### config.mk
export PLATFORM = sky130hd
export DESIGN_NAME = rtwh_ram
export DESIGN_NICKNAME = d
export VERILOG_FILES = /design/src/rtl/rtwh_ram.sv
export SDC_FILE = /design/constraint.sdc
export NUM_CORES = 1
export LEC_CHECK = 0
export ABC_AREA = 1
export BUFFER_PORTS_ARGS = -buffer_cell sky130_fd_sc_hd__buf_2
export CAP_MARGIN = 20
export CELL_PAD_IN_SITES_DETAIL_PLACEMENT = 1
export CELL_PAD_IN_SITES_GLOBAL_PLACEMENT = 1
export CORE_ASPECT_RATIO = 2
export CORE_UTILIZATION = 40
export CTS_BUF_LIST = sky130_fd_sc_hd__clkbuf_2
export DETAILED_ROUTE_END_ITERATION = 10
export PLACE_DENSITY_LB_ADDON = 0.1
export SYNTH_ARGS = -nofsm -noshare
export SYNTH_HDL_FRONTEND = slang
export SYNTH_SLANG_ARGS = --single-unit
### constraint.sdc
create_clock -name clock -period 2.1 [get_ports clock]
set_input_delay 0.105 -clock clock [delete_from_list [all_inputs] [get_ports clock]]
set_output_delay 0.105 -clock clock [all_outputs]
set_load 0.01 [all_outputs]
### src/rtl/rtwh_ram.sv
// Generic single-write, single-read synchronous RAM with a registered,
// read-first output. No dependencies.
module rtwh_ram #(
   parameter int WIDTH = 8,
   parameter int DEPTH = 64
) (
   input  logic                     clock,
   input  logic                     wr_en,
   input  logic [$clog2(DEPTH)-1:0] wr_addr,
   input  logic [WIDTH-1:0]         wr_data,
   input  logic [$clog2(DEPTH)-1:0] rd_addr,
   output logic [WIDTH-1:0]         rd_data
);

   logic [WIDTH-1:0] mem [DEPTH];
   logic [WIDTH-1:0] rd_data_ff;

   always_ff @(posedge clock) begin
      if (wr_en) begin
         mem[wr_addr] <= wr_data;
      end
      rd_data_ff <= mem[rd_addr];
   end

   assign rd_data = rd_data_ff;

endmodule

==> summary.md <==
| Metric | Value |
|---|---|
| Status | `finished, violations left` |
| Violated checks | `design-rule violations` |
| CP max-delay cell | `dlygate4sd3_1` |
| Power consumption | `19.1 mW` |
| Skew-Pair Late Insertion Delay | `~1100 ps` |
| Initial DRC count | `approximately 710` |
| Grt total ovfl | `0` |
| Period utilization | `90.9%` |
| Ys Warns | `0` |
| # setup viols final | `0` |
| Vias in the first global route | `15800` |
| Initial antenna violation count | `4` |
| GRT Overall Usage | `~25%` |
| Worst reg2reg path endpoint | `rd_data[3]` |
| Setup TNS | `0 ps` |
| Top_reg_cell synth | `edfxtp_1` |
| H-tree depth | `3` |
| Max-capacitance violation count | `0` |
| Synth top area share | `between 70% and 80%` |
| Mapped Nets | `1827` |
| Crit path largest cell delay | `580 ps` |
| Number of synthesized register bits | `520` |
| Slew Limit Headroom | `30.3%` |
| DR WL/cell | `~24 µm` |
| Post-Syn Area | `21300 µm²` |
| Total CTS buffers | `approximately 110` |
| Clk buf depth | `3` |
| Hold Violations, Final | `0` |
| Hold path cells | `4` |
| Row count | `between 100 and 150` |
| Min cycle time layout | `1910 ps` |
| FF-to-FF setup slack | `190 ps` |
| Largest net degree at the start of global routing | `81` |
| DRC Markers | `4` |
| Max Slew Vio Count | `0` |
| IO buf count | `29` |
| Synth top area cells | `edfxtp_1 72%, nand2_1 11%, nand3_1 10%` |
| RSZ-0062 raised after global routing | `no` |
| PD cells | `794 nW/µm²` |
| Worst EP required | `3120 ps` |
| First-pass GRT wire length | `97600 µm` |
| WP data arrival | `around 3000 ps` |
| First-pass detailed-route iteration total | `9` |
| Worst-path fanout max | `1` |
| Critical Path Source Type | `flop` |
| Post-Synthesis Cells | `1805` |
| CP cell instances | `nand2_1 -> nand3_1 -> nand3_1 -> nand2_1 -> nand2_1 -> nand3_1 -> nand3_1 -> dlygate4sd3_1 -> nand2_1` |
| Core Area | `52700 µm²` |
| Die width | `165 µm` |
| Fin nets | `approximately 2000` |
| Worst-margin pin slew | `1040 ps` |
| Reg clk slew, reported paths | `roughly 110 ps` |
| R2R depth | `9` |
| Clock skew | `65.5 ps` |
| Hold Path Sink | `mem[48][0]` |
| Gpl congestion | `0.828` |
| Fmax | `around 0.52 GHz` |
| CTS root buffer | `clkbuf_2` |
| Critical R2R Launch | `mem[22][3]` |
| Clk sinks | `520` |
| Vias | `~15000` |
| Sequential area share after synthesis | `a little over 70%` |
| Crit path kind | `flop to flop` |
| Yosys top cell by area | `edfxtp_1` |
| Post-synth cell types | `16` |
| Starting Density | `40.5%` |
| Worst Hold Class | `input pin to flop` |
| Worst vdd ir | `494 µV` |
| Pleak | `9.01 nW` |
| Overall routed net length | `65900 µm` |
| Die height | `329 µm` |
| Hold Path Origin | `wr_addr[0]` |
| Post-synth EDFFs | `512` |
| Worst Setup End Kind | `flop` |
| Most common cell in the netlist | `nand2_1` |
| Area growth, synth to finish | `12.9%` |
| Hpwl dp | `40900 µm` |
| Synth async-reset ratio | `0%` |
| DR vias/cell | `~5.3` |
| Fillers | `5744` |
| CTS tree | `done` |
| Post-synth top cells | `648 x nand2_1, 512 x edfxtp_1, 439 x nand3_1` |
| DIE AREA | `54300 µm²` |
| Boundary Pins | `30` |
| Mean Syn Cell Area | `11.8 µm²` |
| Routed Antenna Nets | `0` |
| Share of cells above drive strength 1 | `15.4%` |
## layout by cell type (no fill, tap or decap)
| master | count |
|---|---|
| buf_12 | 23 |
| buf_2 | 27 |
| buf_4 | 93 |
| clkbuf_2 | 164 |
| clkbuf_8 | 1 |
| clkinv_1 | 23 |
| clkinv_2 | 7 |
| dfxtp_1 | 8 |
| diode_2 | 3 |
| dlygate4sd3_1 | 44 |
| dlymetal6s4s_1 | 1 |
| edfxtp_1 | 512 |
| inv_1 | 9 |
| inv_2 | 4 |
| inv_4 | 1 |
| inv_6 | 1 |
| nand2_1 | 648 |
| nand3_1 | 439 |
| nand4_1 | 9 |
| nor2_1 | 56 |
| nor4_1 | 8 |
## flip-flops by register name, summed over array words and instances (netlist names)
register  cells
mem         512
rd_data       8
## critical path, delay by kind of cell, from the launching register on
kind | cells | cell delay, ps
simple gates | 8 | 830
buf+inv | 1 | 580
flops | 1 | 400
## where the power goes
group          switching (mW)  internal, mW
Combinational            1.13         0.452
Clock                    3.95          2.08
Sequential             0.0319          11.5
## layer usage
layer | track usage (%) | up-vias | wire [µm]
met4 | 13.4 | 0 | 3320
met3 | 3.81 | 155 | 2490
met5 | 0 | - | 0
li1 | - | 6788 | -
met2 | 46.8 | 334 | 36300
met1 | 26.9 | 7396 | 23700
## worst max path at each step
stage / start / to / slack [ps] / cells past startpoint
detailed placement: rd_addr[0] / rd_data[6] / 230 / 12
finish: mem[22][3] / rd_data[3] / 190 / 9
global route: mem[22][3] / rd_data[3] / 40 / 9
global placement: rd_addr[1] / rd_data[6] / 260 / 10
floorplan: wr_en / mem[48][0] / 230 / 3
CTS: rd_data[7] / rd_data[7] / 130 / 1
## kinds of logic after synthesis
group / share of synthesized area, %
buffers and inverters: 4.02
and+or+nand+nor: 23.2
DFF: 72.8
## final cells by class
class | instances | area, µm² | share of cell area, %
multi-input combinational | 1160 | 4950 | 20.5
clock buffer | 164 | 821 | 3.41
inverter | 12 | 52.6 | 0.218
timing repair buffer | 189 | 1760 | 7.31
antenna | 3 | 7.51 | 0.0312
clock inverter | 33 | 133 | 0.551
tap | 665 | 832 | 3.45
sequential | 520 | 15500 | 64.5
## through the flow
step           setup WS (ps)  instances  instance area [µm²]  utilization [%]  hold slack (ps)
6_report                 192       2746                24100             45.7              180
5_1_grt                 43.2       2746                24100             45.7              131
4_1_cts                  131       2743                24100             45.7             38.8
3_5_place_dp             228       2501                22700             43.0              500
3_3_place_gp             258       2501                22700             43.0              490
2_1_floorplan            229       1805                21300                -              204
## repair_timing
item                                    4_1_cts  5_1_grt
hold buffers                                 45        0
resized for setup                             0        1
endpoints found under the hold margin      1032        0
endpoints found under the setup margin        0        1
setup buffers                                 0        0
Note: power is estimated with default switching activity, not from simulation.
